<file path="src/design/assert_macros.svh">
// assertion macros used by the rtl top level
`ifndef ASSERT_MACROS_SVH
`define ASSERT_MACROS_SVH

// property that must hold at every clock edge outside reset
`define PRR_ASSERT_ALWAYS(label, prop, msg) \
    label: assert property (@(posedge i_clk) disable iff (!i_rst_n) (prop)) else $error(msg);

// consequent that must hold in the cycle after the antecedent
`define PRR_ASSERT_NEXT(label, ante, cons, msg) \
    label: assert property (@(posedge i_clk) disable iff (!i_rst_n) (ante) |=> (cons)) \
        else $error(msg);

`endif

</file>
<file path="src/design/prr_pkg.sv">
// package: widths, register indexes, payload types and rounding helpers
package prr_pkg;

    localparam int SAMPLE_BITS      = 24;
    localparam int PHASOR_FRAC_BITS = 16;
    localparam int PHASOR_BITS      = PHASOR_FRAC_BITS + 2;
    localparam int CFG_IDX_BITS     = 3;
    localparam int CFG_DATA_BITS    = PHASOR_BITS;
    localparam int QUEUE_DEPTH      = 4;

    localparam int PROD_S_W = SAMPLE_BITS + PHASOR_BITS;
    localparam int SUM_S_W  = PROD_S_W + 1;
    localparam int PROD_P_W = 2 * PHASOR_BITS;
    localparam int SUM_P_W  = PROD_P_W + 1;

    typedef enum logic [CFG_IDX_BITS-1:0] {
        CFG_START_COS  = 3'd0,
        CFG_START_SIN  = 3'd1,
        CFG_STEP_COS   = 3'd2,
        CFG_STEP_SIN   = 3'd3,
        CFG_HYPER_MODE = 3'd4
    } t_cfg_idx;

    typedef struct packed {
        logic signed [SAMPLE_BITS-1:0] first_real;
        logic signed [SAMPLE_BITS-1:0] first_imag;
        logic signed [SAMPLE_BITS-1:0] second_real;
        logic signed [SAMPLE_BITS-1:0] second_imag;
        logic                          last_point;
    } t_in_item;

    typedef struct packed {
        logic signed [SAMPLE_BITS-1:0] rot_first_real;
        logic signed [SAMPLE_BITS-1:0] rot_first_imag;
        logic signed [SAMPLE_BITS-1:0] rot_second_real;
        logic signed [SAMPLE_BITS-1:0] rot_second_imag;
        logic                          last_out;
    } t_out_item;

    typedef struct packed {
        t_in_item                      item;
        logic                          hyper;
        logic signed [PHASOR_BITS-1:0] cos_v;
        logic signed [PHASOR_BITS-1:0] sin_v;
    } t_job;

    typedef struct packed {
        logic full;
        logic empty;
    } t_q_stat;

    // round half up after dropping the fraction, then saturate to sample width
    function automatic logic signed [SAMPLE_BITS-1:0] rnd_sat_sample(
        input logic signed [SUM_S_W-1:0] sum
    );
        logic signed [SUM_S_W:0]                  biased;
        logic signed [SUM_S_W-PHASOR_FRAC_BITS:0] q;
        logic signed [SAMPLE_BITS-1:0]            r;
        biased = (SUM_S_W+1)'(sum) + $signed({{(SUM_S_W+1-PHASOR_FRAC_BITS){1'b0}}, 1'b1,
                                              {(PHASOR_FRAC_BITS-1){1'b0}}});
        q = $signed(biased[SUM_S_W:PHASOR_FRAC_BITS]);
        if (q > $signed({{(SUM_S_W-PHASOR_FRAC_BITS-SAMPLE_BITS+2){1'b0}},
                         {(SAMPLE_BITS-1){1'b1}}})) begin
            r = {1'b0, {(SAMPLE_BITS-1){1'b1}}};
        end else if (q < $signed({{(SUM_S_W-PHASOR_FRAC_BITS-SAMPLE_BITS+2){1'b1}},
                                  {(SAMPLE_BITS-1){1'b0}}})) begin
            r = {1'b1, {(SAMPLE_BITS-1){1'b0}}};
        end else begin
            r = q[SAMPLE_BITS-1:0];
        end
        return r;
    endfunction

    // same rounding, saturated to phasor width
    function automatic logic signed [PHASOR_BITS-1:0] rnd_sat_phasor(
        input logic signed [SUM_P_W-1:0] sum
    );
        logic signed [SUM_P_W:0]                  biased;
        logic signed [SUM_P_W-PHASOR_FRAC_BITS:0] q;
        logic signed [PHASOR_BITS-1:0]            r;
        biased = (SUM_P_W+1)'(sum) + $signed({{(SUM_P_W+1-PHASOR_FRAC_BITS){1'b0}}, 1'b1,
                                              {(PHASOR_FRAC_BITS-1){1'b0}}});
        q = $signed(biased[SUM_P_W:PHASOR_FRAC_BITS]);
        if (q > $signed({{(SUM_P_W-PHASOR_FRAC_BITS-PHASOR_BITS+2){1'b0}},
                         {(PHASOR_BITS-1){1'b1}}})) begin
            r = {1'b0, {(PHASOR_BITS-1){1'b1}}};
        end else if (q < $signed({{(SUM_P_W-PHASOR_FRAC_BITS-PHASOR_BITS+2){1'b1}},
                                  {(PHASOR_BITS-1){1'b0}}})) begin
            r = {1'b1, {(PHASOR_BITS-1){1'b0}}};
        end else begin
            r = q[PHASOR_BITS-1:0];
        end
        return r;
    endfunction

endpackage

</file>
<file path="src/design/prr_queue.sv">
// job queue between front end and rotation pipeline
module prr_queue #(
    parameter int DEPTH = prr_pkg::QUEUE_DEPTH
) (
    input  logic              i_clk,
    input  logic              i_rst_n,
    input  logic              i_push,
    input  prr_pkg::t_job     i_job,
    input  logic              i_pop,
    output prr_pkg::t_job     o_job,
    output prr_pkg::t_q_stat  o_stat
);
    import prr_pkg::*;

    localparam int PTR_W = (DEPTH > 1) ? $clog2(DEPTH) : 1;
    localparam int CNT_W = $clog2(DEPTH + 1);

    t_job               r_mem [DEPTH];
    logic [PTR_W-1:0]   r_wr_ptr, r_rd_ptr;
    logic [CNT_W-1:0]   r_count;
    logic               do_push, do_pop;

    assign o_stat.full  = (r_count == CNT_W'(DEPTH));
    assign o_stat.empty = (r_count == '0);
    assign do_push      = i_push && !o_stat.full;
    assign do_pop       = i_pop && !o_stat.empty;
    assign o_job        = r_mem[r_rd_ptr];

    always_ff @(posedge i_clk) begin
        if (do_push) begin
            r_mem[r_wr_ptr] <= i_job;
        end
    end

    always_ff @(posedge i_clk) begin
        if (!i_rst_n) begin
            r_wr_ptr <= '0;
            r_rd_ptr <= '0;
            r_count  <= '0;
        end else begin
            if (do_push) begin
                r_wr_ptr <= (r_wr_ptr == PTR_W'(DEPTH - 1)) ? '0 : r_wr_ptr + 1'b1;
            end
            if (do_pop) begin
                r_rd_ptr <= (r_rd_ptr == PTR_W'(DEPTH - 1)) ? '0 : r_rd_ptr + 1'b1;
            end
            if (do_push && !do_pop) begin
                r_count <= r_count + 1'b1;
            end else if (do_pop && !do_push) begin
                r_count <= r_count - 1'b1;
            end
        end
    end

endmodule

</file>
<file path="config.mk">
export PLATFORM = sky130hd
export DESIGN_NAME = prr_queue
export DESIGN_NICKNAME = d
export VERILOG_FILES = /design/src/design/assert_macros.svh /design/src/design/prr_pkg.sv /design/src/design/prr_queue.sv
export SDC_FILE = /design/constraint.sdc
export NUM_CORES = 1
export LEC_CHECK = 0
export ABC_AREA = 0
export BUFFER_PORTS_ARGS = -buffer_cell sky130_fd_sc_hd__buf_4
export CELL_PAD_IN_SITES_DETAIL_PLACEMENT = 1
export CELL_PAD_IN_SITES_GLOBAL_PLACEMENT = 1
export CORE_MARGIN = 1
export CORE_UTILIZATION = 50
export CTS_BUF_LIST = sky130_fd_sc_hd__clkbuf_2
export DETAILED_ROUTE_END_ITERATION = 16
export GPL_TIMING_DRIVEN = 0
export MAX_ROUTING_LAYER = met4
export PLACE_DENSITY = 0.86
export RECOVER_POWER = 100
export SLEW_MARGIN = 20
export SYNTH_ARGS = -nofsm -noshare
export SYNTH_HDL_FRONTEND = slang
export SYNTH_SLANG_ARGS = --single-unit
</file>
<file path="constraint.sdc">
create_clock -name i_clk -period 14.95 [get_ports i_clk]
set_input_delay 2.2425 -clock i_clk [delete_from_list [all_inputs] [get_ports i_clk]]
set_output_delay 2.2425 -clock i_clk [all_outputs]
set_load 0.03 [all_outputs]
</file>
==> results.md <==
- Status: complete, but fails checks
- Failing checks: capacitance limit, slew limit
- GPL Wtd Cong: 0.7059
- Reg-to-Reg End: r_mem[3][100]
- Dpl ws: about 10 ns
- DRT Wirelength: 42450 um
- Required @ worst endpoint: 15.55 ns
- P per Cell Area: 175.4 mW/mm^2
- Number of synthesized flops with an enable pin: 536
- Final setup viols: 0
- HP Class: register to register
- Antenna Violating Nets Remaining: 0
- Setup_tns: 0 ns
- Slew HR: -99.02%
- Worst Reg2Reg Path Length in Cells: 6
- Initial Util: 50.94%
- Worst Max-Slew Pin Slew: ~3.0 ns
- # placed instances: 1554
- CTS tree: built
- Wire length per cell: 23.61 um
- Crit-path most repeated cell: clkbuf_1
- CP endpoint kind: register
- FP Rows: 72
- Slowest-stage cell, CP: and2_0
- DR vias: 9504
- Fin crit share: between 50% and 60%
- Tmin final: 7.737 ns
- Sink Count: 545
- Area grow syn2layout: 14.96%
- Post-synth ARST share: 0%
- Worst Setup Slack, final: 7.213 ns
- Core Area: 0.03883 sq mm
- Later-pin clock latency in the skew report: 1.05 ns
- Ys flop type: edfxtp_1
- DRC violations left: 0
- Full die area: 0.04036 sq mm
- Yosys reg bits: 545
- VDD IR-drop max: between 0.1 and 0.15 mV
- Via density: between 5 and 6
- Area share of the largest cell type after synthesis: 81.38%
- Critical Path End: r_mem[3][100]
- CTS Root Cell: clkbuf_2
- Mean Syn Cell Area: between 20 and 30 sq um
- CTS Buf Count: 139
- Non-Filler Instances: 1798
- Post-CTS Setup Bufs: 0
- R2R Setup Slk: between 7 and 8 ns
- Initial antenna violation count: 3
- H-tree Lvls: 4
- Crit-path cells: clkbuf_4 -> nor2b_1 -> clkbuf_1 -> and2_0 -> clkbuf_1 -> clkbuf_1
- CP Max Fanout: 40
- Longest Clk Path Bufs: 3
- Io pins: around 270
- CP arrival: 8.33 ns
- Final count of hold timing violations: 0
- Dominant cell type by area after synthesis: edfxtp_1
- Fmax: 0.1293 GHz
- Hold buffer count at cts: 0
- Post-CTS sizing: 0
- # Max-Cap Violations: 16
- Gr usage total: about 22%
- First-pass GRT wire length: approximately 64000 um
- Worst hold start: r_rd_ptr[1]
- Max-slew violations: 564
- Layout cell share with drive strength beyond 1: roughly 29%
- Number of port buffers: 273
- Power Total: 0.003989 W
- Synth area leaders: edfxtp_1, mux4_2, dfxtp_1, buf_6, buf_2
- Layout Nets: 1322
- Crit start category: input port
- DIE WIDTH: 200.9 um
- Initial DRC Count: 462
- RSZ-0062 raised after global routing: no
- Vias in the first global route: around 11000
- Max stage delay on crit path: 2.21 ns
- Syn Std Cell Area: 0.01978 sq mm
- Pre-antenna DRT Iters: 4
- Worst-path clk slew: 0.11 ns
- Overflow after GRT: 0
- Seq/Total Area, Yosys: between 80% and 90%
- Syn Nets: 896
- Worst Skew: about 0.07 ns
- Cell variety after synth: 23
- Yosys Warn Count: 0
- Mapped Cells: 751
- Chip Height: 200.9 um
- DP HPWL: 27430 um
- RR Startpoint: r_count[0]
- Setup crit start: i_push
- Largest net degree at the start of global routing: 45
- Pleak: approximately 7.2 nW
- Critical path type: input port to register
==> critical path: cells and delay by family <==
family	cells	cell delay, ns
buffers and inverters	4	3.69
and+or+nand+nor	2	2.35
==> metal layers <==
metal / GRT usage [%] / share of wire [%] / vias up
met5: - / 0 / -
met2: 36.54 / 52 / 302
li1: - / - / 4184
met3: 6.867 / 6.6 / 73
met1: 25.72 / 39 / 4945
met4: 8.397 / 1.9 / 0
==> sequential cells by signal, summed over array words and instances, names as in the netlist, named ones only <==
signal    cells
r_rd_ptr      2
r_mem       536
r_wr_ptr      2
r_count       3
==> power breakdown <==
group | switching, W | internal (W)
combinational | 0.000753 | 0.000369
clock | 0.000570 | 0.000385
sequential | 0.0000425 | 0.00187
==> worst min-delay path by stage <==
stage	cells after the start	end	slack [ns]
after detailed placement	2	register	0.53
after CTS	2	register	0.51
final	2	register	0.50
after global routing	2	register	0.55
after floorplan	2	r_wr_ptr[1]	0.47
after global placement	2	r_wr_ptr[1]	0.49
==> placed cells by master (no fill, tap or decap), types with 2 or more instances in the layout <==
cell	instances
edfxtp_1	536
clkbuf_1	292
clkbuf_2	195
mux4_2	134
clkinv_1	36
dfxtp_1	9
buf_4	9
buf_6	8
buf_2	7
nand2_1	6
ha_1	6
and2_0	5
inv_2	4
clkinv_2	4
diode_2	3
inv_1	3
mux2i_1	3
o21ai_0	3
nor2b_1	2
nor2_1	2
nand3_1	2
bufinv_16	2
==> synth_stat cells (2+ instances only) <==
master,count
edfxtp_1,536
mux4_2,134
buf_2,15
clkbuf_1,9
dfxtp_1,9
buf_6,8
ha_1,6
nand2_1,6
and2_1,5
inv_1,3
mux2i_1,3
o21ai_0,3
nand3_1,2
nor2_1,2
nor2b_1,2
==> per-stage QoR <==
stage	area [sq um]	hold WS, ns	utilization (%)
2_1_floorplan	19780	0.4677	-
3_3_place_gp	22480	0.4890	57.89
3_5_place_dp	22770	0.5333	58.65
4_1_cts	23980	0.5115	61.76
5_1_grt	22740	0.5487	58.56
6_report	22740	0.4968	58.56
==> cell families after synthesis <==
group           count (synthesis)  synth area share (%)
compound gates                  5                0.1518
mux                           137                 15.41
xor+xnor                        2               0.08858
fa+ha+maj                       7                0.4808
flops                         545                 82.29
simple gates                   20                0.5187
buf+inv                        35                 1.063
==> cell type report <==
type / count / area (sq um)
antenna: 3 / 7.507
timing repair buffer: 285 / 1107
multi-input combinational: 171 / 3293
buffer: 32 / 188.9
inverter: 3 / 11.26
clock inverter: 46 / 230.2
tap: 518 / 648.1
sequential: 545 / 16280
clock buffer: 195 / 975.9
fill: 3497 / 16090
Note: power is estimated with default switching activity, not from simulation.
