### src/design/assert_macros.svh
// assertion macros used by the rtl top level
`ifndef ASSERT_MACROS_SVH
`define ASSERT_MACROS_SVH

// property that must hold at every clock edge outside reset
`define PRR_ASSERT_ALWAYS(label, prop, msg) \
    label: assert property (@(posedge i_clk) disable iff (!i_rst_n) (prop)) else $error(msg);

// consequent that must hold in the cycle after the antecedent
`define PRR_ASSERT_NEXT(label, ante, cons, msg) \
    label: assert property (@(posedge i_clk) disable iff (!i_rst_n) (ante) |=> (cons)) \
        else $error(msg);

`endif

### src/design/prr_pkg.sv
// package: widths, register indexes, payload types and rounding helpers
package prr_pkg;

    localparam int SAMPLE_BITS      = 24;
    localparam int PHASOR_FRAC_BITS = 16;
    localparam int PHASOR_BITS      = PHASOR_FRAC_BITS + 2;
    localparam int CFG_IDX_BITS     = 3;
    localparam int CFG_DATA_BITS    = PHASOR_BITS;
    localparam int QUEUE_DEPTH      = 4;

    localparam int PROD_S_W = SAMPLE_BITS + PHASOR_BITS;
    localparam int SUM_S_W  = PROD_S_W + 1;
    localparam int PROD_P_W = 2 * PHASOR_BITS;
    localparam int SUM_P_W  = PROD_P_W + 1;

    typedef enum logic [CFG_IDX_BITS-1:0] {
        CFG_START_COS  = 3'd0,
        CFG_START_SIN  = 3'd1,
        CFG_STEP_COS   = 3'd2,
        CFG_STEP_SIN   = 3'd3,
        CFG_HYPER_MODE = 3'd4
    } t_cfg_idx;

    typedef struct packed {
        logic signed [SAMPLE_BITS-1:0] first_real;
        logic signed [SAMPLE_BITS-1:0] first_imag;
        logic signed [SAMPLE_BITS-1:0] second_real;
        logic signed [SAMPLE_BITS-1:0] second_imag;
        logic                          last_point;
    } t_in_item;

    typedef struct packed {
        logic signed [SAMPLE_BITS-1:0] rot_first_real;
        logic signed [SAMPLE_BITS-1:0] rot_first_imag;
        logic signed [SAMPLE_BITS-1:0] rot_second_real;
        logic signed [SAMPLE_BITS-1:0] rot_second_imag;
        logic                          last_out;
    } t_out_item;

    typedef struct packed {
        t_in_item                      item;
        logic                          hyper;
        logic signed [PHASOR_BITS-1:0] cos_v;
        logic signed [PHASOR_BITS-1:0] sin_v;
    } t_job;

    typedef struct packed {
        logic full;
        logic empty;
    } t_q_stat;

    // round half up after dropping the fraction, then saturate to sample width
    function automatic logic signed [SAMPLE_BITS-1:0] rnd_sat_sample(
        input logic signed [SUM_S_W-1:0] sum
    );
        logic signed [SUM_S_W:0]                  biased;
        logic signed [SUM_S_W-PHASOR_FRAC_BITS:0] q;
        logic signed [SAMPLE_BITS-1:0]            r;
        biased = (SUM_S_W+1)'(sum) + $signed({{(SUM_S_W+1-PHASOR_FRAC_BITS){1'b0}}, 1'b1,
                                              {(PHASOR_FRAC_BITS-1){1'b0}}});
        q = $signed(biased[SUM_S_W:PHASOR_FRAC_BITS]);
        if (q > $signed({{(SUM_S_W-PHASOR_FRAC_BITS-SAMPLE_BITS+2){1'b0}},
                         {(SAMPLE_BITS-1){1'b1}}})) begin
            r = {1'b0, {(SAMPLE_BITS-1){1'b1}}};
        end else if (q < $signed({{(SUM_S_W-PHASOR_FRAC_BITS-SAMPLE_BITS+2){1'b1}},
                                  {(SAMPLE_BITS-1){1'b0}}})) begin
            r = {1'b1, {(SAMPLE_BITS-1){1'b0}}};
        end else begin
            r = q[SAMPLE_BITS-1:0];
        end
        return r;
    endfunction

    // same rounding, saturated to phasor width
    function automatic logic signed [PHASOR_BITS-1:0] rnd_sat_phasor(
        input logic signed [SUM_P_W-1:0] sum
    );
        logic signed [SUM_P_W:0]                  biased;
        logic signed [SUM_P_W-PHASOR_FRAC_BITS:0] q;
        logic signed [PHASOR_BITS-1:0]            r;
        biased = (SUM_P_W+1)'(sum) + $signed({{(SUM_P_W+1-PHASOR_FRAC_BITS){1'b0}}, 1'b1,
                                              {(PHASOR_FRAC_BITS-1){1'b0}}});
        q = $signed(biased[SUM_P_W:PHASOR_FRAC_BITS]);
        if (q > $signed({{(SUM_P_W-PHASOR_FRAC_BITS-PHASOR_BITS+2){1'b0}},
                         {(PHASOR_BITS-1){1'b1}}})) begin
            r = {1'b0, {(PHASOR_BITS-1){1'b1}}};
        end else if (q < $signed({{(SUM_P_W-PHASOR_FRAC_BITS-PHASOR_BITS+2){1'b1}},
                                  {(PHASOR_BITS-1){1'b0}}})) begin
            r = {1'b1, {(PHASOR_BITS-1){1'b0}}};
        end else begin
            r = q[PHASOR_BITS-1:0];
        end
        return r;
    endfunction

endpackage

### src/design/prr_front.sv
// front end: config registers, phasor recurrence, job issue into the queue
module prr_front (
    input  logic                                i_clk,
    input  logic                                i_rst_n,
    input  logic                                i_push,
    input  prr_pkg::t_in_item                   i_item,
    input  logic                                i_q_full,
    output logic                                o_q_push,
    output prr_pkg::t_job                       o_job,
    input  logic                                i_cfg_wr_en,
    input  logic [prr_pkg::CFG_IDX_BITS-1:0]    i_cfg_idx,
    input  logic [prr_pkg::CFG_DATA_BITS-1:0]   i_cfg_wdata
);
    import prr_pkg::*;

    logic signed [PHASOR_BITS-1:0] r_start_cos, r_start_sin;
    logic signed [PHASOR_BITS-1:0] r_step_cos, r_step_sin;
    logic                          r_hyper;
    logic signed [PHASOR_BITS-1:0] r_ph_cos, r_ph_sin;
    logic                          r_at_start;

    logic signed [PHASOR_BITS-1:0] cur_cos, cur_sin;
    logic signed [PHASOR_BITS-1:0] n_ph_cos, n_ph_sin;
    logic signed [PROD_P_W-1:0]    p_cc, p_ss, p_sc, p_cs;
    logic                          accept;
    logic                          step_nz;

    assign accept  = i_push && !i_q_full;
    assign cur_cos = r_at_start ? r_start_cos : r_ph_cos;
    assign cur_sin = r_at_start ? r_start_sin : r_ph_sin;
    assign step_nz = (r_step_cos != '0) || (r_step_sin != '0);

    assign p_cc = cur_cos * r_step_cos;
    assign p_ss = cur_sin * r_step_sin;
    assign p_sc = cur_sin * r_step_cos;
    assign p_cs = cur_cos * r_step_sin;

    always_comb begin
        n_ph_cos = rnd_sat_phasor(SUM_P_W'(p_cc) - SUM_P_W'(p_ss));
        n_ph_sin = rnd_sat_phasor(SUM_P_W'(p_sc) + SUM_P_W'(p_cs));
    end

    assign o_q_push    = accept;
    assign o_job.item  = i_item;
    assign o_job.hyper = r_hyper;
    assign o_job.cos_v = cur_cos;
    assign o_job.sin_v = cur_sin;

    always_ff @(posedge i_clk) begin
        if (!i_rst_n) begin
            r_start_cos <= PHASOR_BITS'(1 <<< PHASOR_FRAC_BITS);
            r_start_sin <= '0;
            r_step_cos  <= PHASOR_BITS'(1 <<< PHASOR_FRAC_BITS);
            r_step_sin  <= '0;
            r_hyper     <= 1'b0;
        end else if (i_cfg_wr_en) begin
            unique case (t_cfg_idx'(i_cfg_idx))
                CFG_START_COS:  r_start_cos <= $signed(i_cfg_wdata);
                CFG_START_SIN:  r_start_sin <= $signed(i_cfg_wdata);
                CFG_STEP_COS:   r_step_cos  <= $signed(i_cfg_wdata);
                CFG_STEP_SIN:   r_step_sin  <= $signed(i_cfg_wdata);
                CFG_HYPER_MODE: r_hyper     <= i_cfg_wdata[0];
                default: ;
            endcase
        end
    end

    always_ff @(posedge i_clk) begin
        if (!i_rst_n) begin
            r_ph_cos   <= '0;
            r_ph_sin   <= '0;
            r_at_start <= 1'b1;
        end else if (accept) begin
            if (i_item.last_point) begin
                r_at_start <= 1'b1;
            end else begin
                r_at_start <= 1'b0;
                r_ph_cos   <= step_nz ? n_ph_cos : cur_cos;
                r_ph_sin   <= step_nz ? n_ph_sin : cur_sin;
            end
        end
    end

endmodule

### config.mk
export PLATFORM = sky130hd
export DESIGN_NAME = prr_front
export DESIGN_NICKNAME = d
export VERILOG_FILES = /design/src/design/assert_macros.svh /design/src/design/prr_pkg.sv /design/src/design/prr_front.sv
export SDC_FILE = /design/constraint.sdc
export NUM_CORES = 2
export LEC_CHECK = 0
export ABC_AREA = 0
export BUFFER_PORTS_ARGS = -buffer_cell sky130_fd_sc_hd__buf_2
export CAP_MARGIN = 10
export CORE_AREA = 2 2 233 408
export CTS_CLUSTER_SIZE = 40
export DETAILED_ROUTE_END_ITERATION = 12
export DIE_AREA = 0 0 235 410
export PLACE_DENSITY_LB_ADDON = 0.3
export REMOVE_ABC_BUFFERS = 1
export SETUP_SLACK_MARGIN = 0.1
export SLEW_MARGIN = 20
export SYNTH_ARGS = -nofsm -noshare
export SYNTH_HDL_FRONTEND = slang
export SYNTH_SLANG_ARGS = --single-unit
### constraint.sdc
create_clock -name i_clk -period 9.1 [get_ports i_clk]
set_input_delay 0.91 -clock i_clk [delete_from_list [all_inputs] [get_ports i_clk]]
set_output_delay 0.91 -clock i_clk [all_outputs]
set_load 0.01 [all_outputs]
==> run summary <==
initial drt markers: 3505
fin crit share: 98.2%
Setup violations, final: 0
Fill cells: 7894
Fin Hold WS: 461 ps
final-stage net count: 7938
die area: 96400 µm²
hold crit path type: flip-flop to flip-flop
first-pass GRT wire length: 270000 µm
IO buf count: 65
Least-Margin Pin Slew: 987 ps
layout cell share with drive strength beyond 1: 7.68%
Power Density: 89.5 nW/µm²
number of detailed-route iterations in the first pass: 11
number of synthesized flops with an enable pin: 0
RSZ-0062 raised after global routing: no
H-Tree Level Count: 3
total of warnings raised by yosys: 0
critical path type: flip-flop to flip-flop
Crit path largest cell delay: 650 ps
GRT Total Usage: 38.0%
Hold Vio Cnt, Final: 0
multi-input logic area: 45700 µm²
Core Util, Final: 62.3%
Worst-path clk slew: 90 ps
outcome: finished, final reports clean
vias post-DR: 42100
worst skew pair latency: 380 ps
worst setup margin: 162 ps
#FFs+latches synth: 110
Top FF cell, synth: dfxtp_1
syn_area_per_cell: 9.05 µm²
number of clock sinks: 110
pre-CTS setup slack: -398 ps
maxcap violations: 0
CTS tree: done
Setup Skew: 10.9 ps
largest net degree at the start of global routing: 77
I/O Pins: 258
Via density: 5.83
area grow syn2layout: 4.90%
WL/cell: 24.3 µm
initial antenna violation count: 8
Cell variety after synth: 76
Post-Route Setup TNS: 0 ps
CP dominant cell by count: fa_1
drt drc: 0
grt ovf: 0
post-route ant nets: 0
clk root buf: clkbuf_16
max frequency: 112 MHz
async set-reset flop share out of synthesis: 0%
row count: 149
most common cell after layout, fill and taps aside: inv_1
Initial Util: 59.4%
post-synthesis sequential area ratio: 3.97%
worst endpoint required time: 9370 ps
Worst setup EP type: flip-flop
Die Wd: 235 µm
Storage cell area: 2210 µm²
Tot Pwr: 5.21 mW
CP Launch Type: flip-flop
Die Y-Extent: 410 µm
Worst Path Arrival: 9210 ps
CP Max Fanout: 18
WL final: 176000 µm
Tmin final: 8940 ps
P_leak: 28.6 nW
Rel. slew slack: 34.1%
commonest non-fill, non-tap cells in the layout: inv_1, fa_1, nand2_1
Longest Clk Path Bufs: 2
count of final max-slew check failures: 0
dpl hpwl: 143000 µm
synthesized area: 55400 µm²
gpl congestion: 0.931
Num CTS Buffers: 9
Core Region: 93400 µm²
Gate Count Post-Synth: 6125
vias in the first global route: 46700
slowest CP cell: fa_1
Max rail drop VDD: 0.361 mV
registers in the layout, indices dropped and copies added, names as in the netlist:
signal	count
r_at_start	1
r_hyper	1
r_ph_cos	18
r_ph_sin	18
r_start_cos	18
r_start_sin	18
r_step_cos	18
r_step_sin	18
final cells by class:
class | instances | share of cell area, %
multi-input combinational | 3999 | 78.6
inverter | 1584 | 10.2
timing repair buffer | 304 | 4.17
sequential | 110 | 3.80
tap | 1208 | 2.60
clock buffer | 9 | 0.387
clock inverter | 6 | 0.181
antenna | 4 | 0.0172
worst max-delay path, delay by kind of cell (launching register included):
family | cells | cell delay, ps
flip-flops | 1 | 450
AO/OA/AOI/OAI | 8 | 2010
multiplexers | 1 | 380
AND/OR/NAND/NOR | 2 | 410
adder cells (fa/ha/maj) | 9 | 4420
buffers and inverters | 7 | 880
XOR/XNOR | 1 | 240
cell usage after synthesis (15+ instances only):
cell type,count,area [µm²]
o21ai_0,95,475
dfxtp_1,110,2200
ha_1,316,3950
o21a_1,21,158
mux2_2,30,338
nor2_1,108,405
nand4_1,20,125
nand3_1,22,110
buf_4,98,736
xnor2_1,54,473
nand2_1,917,3440
and2_1,548,3430
xor2_1,18,158
inv_1,1581,5930
clkbuf_1,326,1220
a211oi_1,16,120
a31oi_1,15,93.8
o211ai_1,15,113
fa_1,1491,29800
a21oi_1,148,741
routing by layer:
| metal | global-route usage, % | vias up | wire length [µm] |
|---|---|---|---|
| li1 | - | 17200 | - |
| met3 | 9.35 | 942 | 16400 |
| met5 | 5.10 | - | 614 |
| met4 | 35.3 | 22 | 21500 |
| met2 | 62.8 | 2455 | 85100 |
| met1 | 39.1 | 21500 | 52300 |
worst paths after layout:
check | slack [ps] | start | cells after the start | end
min reg2reg | 460 | r_start_cos[1] | 2 | r_start_cos[1]
max reg2reg | 160 | r_at_start | 28 | r_ph_cos[16]
min | 460 | r_start_cos[1] | 2 | r_start_cos[1]
max | 160 | r_at_start | 28 | r_ph_cos[16]
kinds of logic after synthesis:
logic type / synth area share, %
buffers and inverters: 14.3
flip-flops: 3.97
AO/OA/AOI/OAI: 4.29
AND/OR/NAND/NOR: 14.5
XOR/XNOR: 1.17
adder cells (fa/ha/maj): 61.0
multiplexers: 0.749
where the power goes:
part | switching [mW] | total [mW] | internal (mW)
logic | 2.59 | 4.14 | 1.55
registers | 0.0752 | 0.606 | 0.531
clock network | 0.215 | 0.461 | 0.246
stage by stage:
stage | cells | cell area, µm²
global route | 7221 | 58200
detailed placement | 7161 | 56900
CTS | 7178 | 57400
global placement | 7161 | 56900
floorplan | 5691 | 53400
finish | 7224 | 58200
repair_timing:
action | 4_1_cts | 5_1_grt
resized for setup | 29 | 94
hold endpoints to repair | 0 | 0
cloned | 0 | 4
pin swaps | 1 | 27
hold buffers | 0 | 0
setup endpoints to repair | 34 | 36
setup buffers | 2 | 38
(Power assumes the default switching activity.)
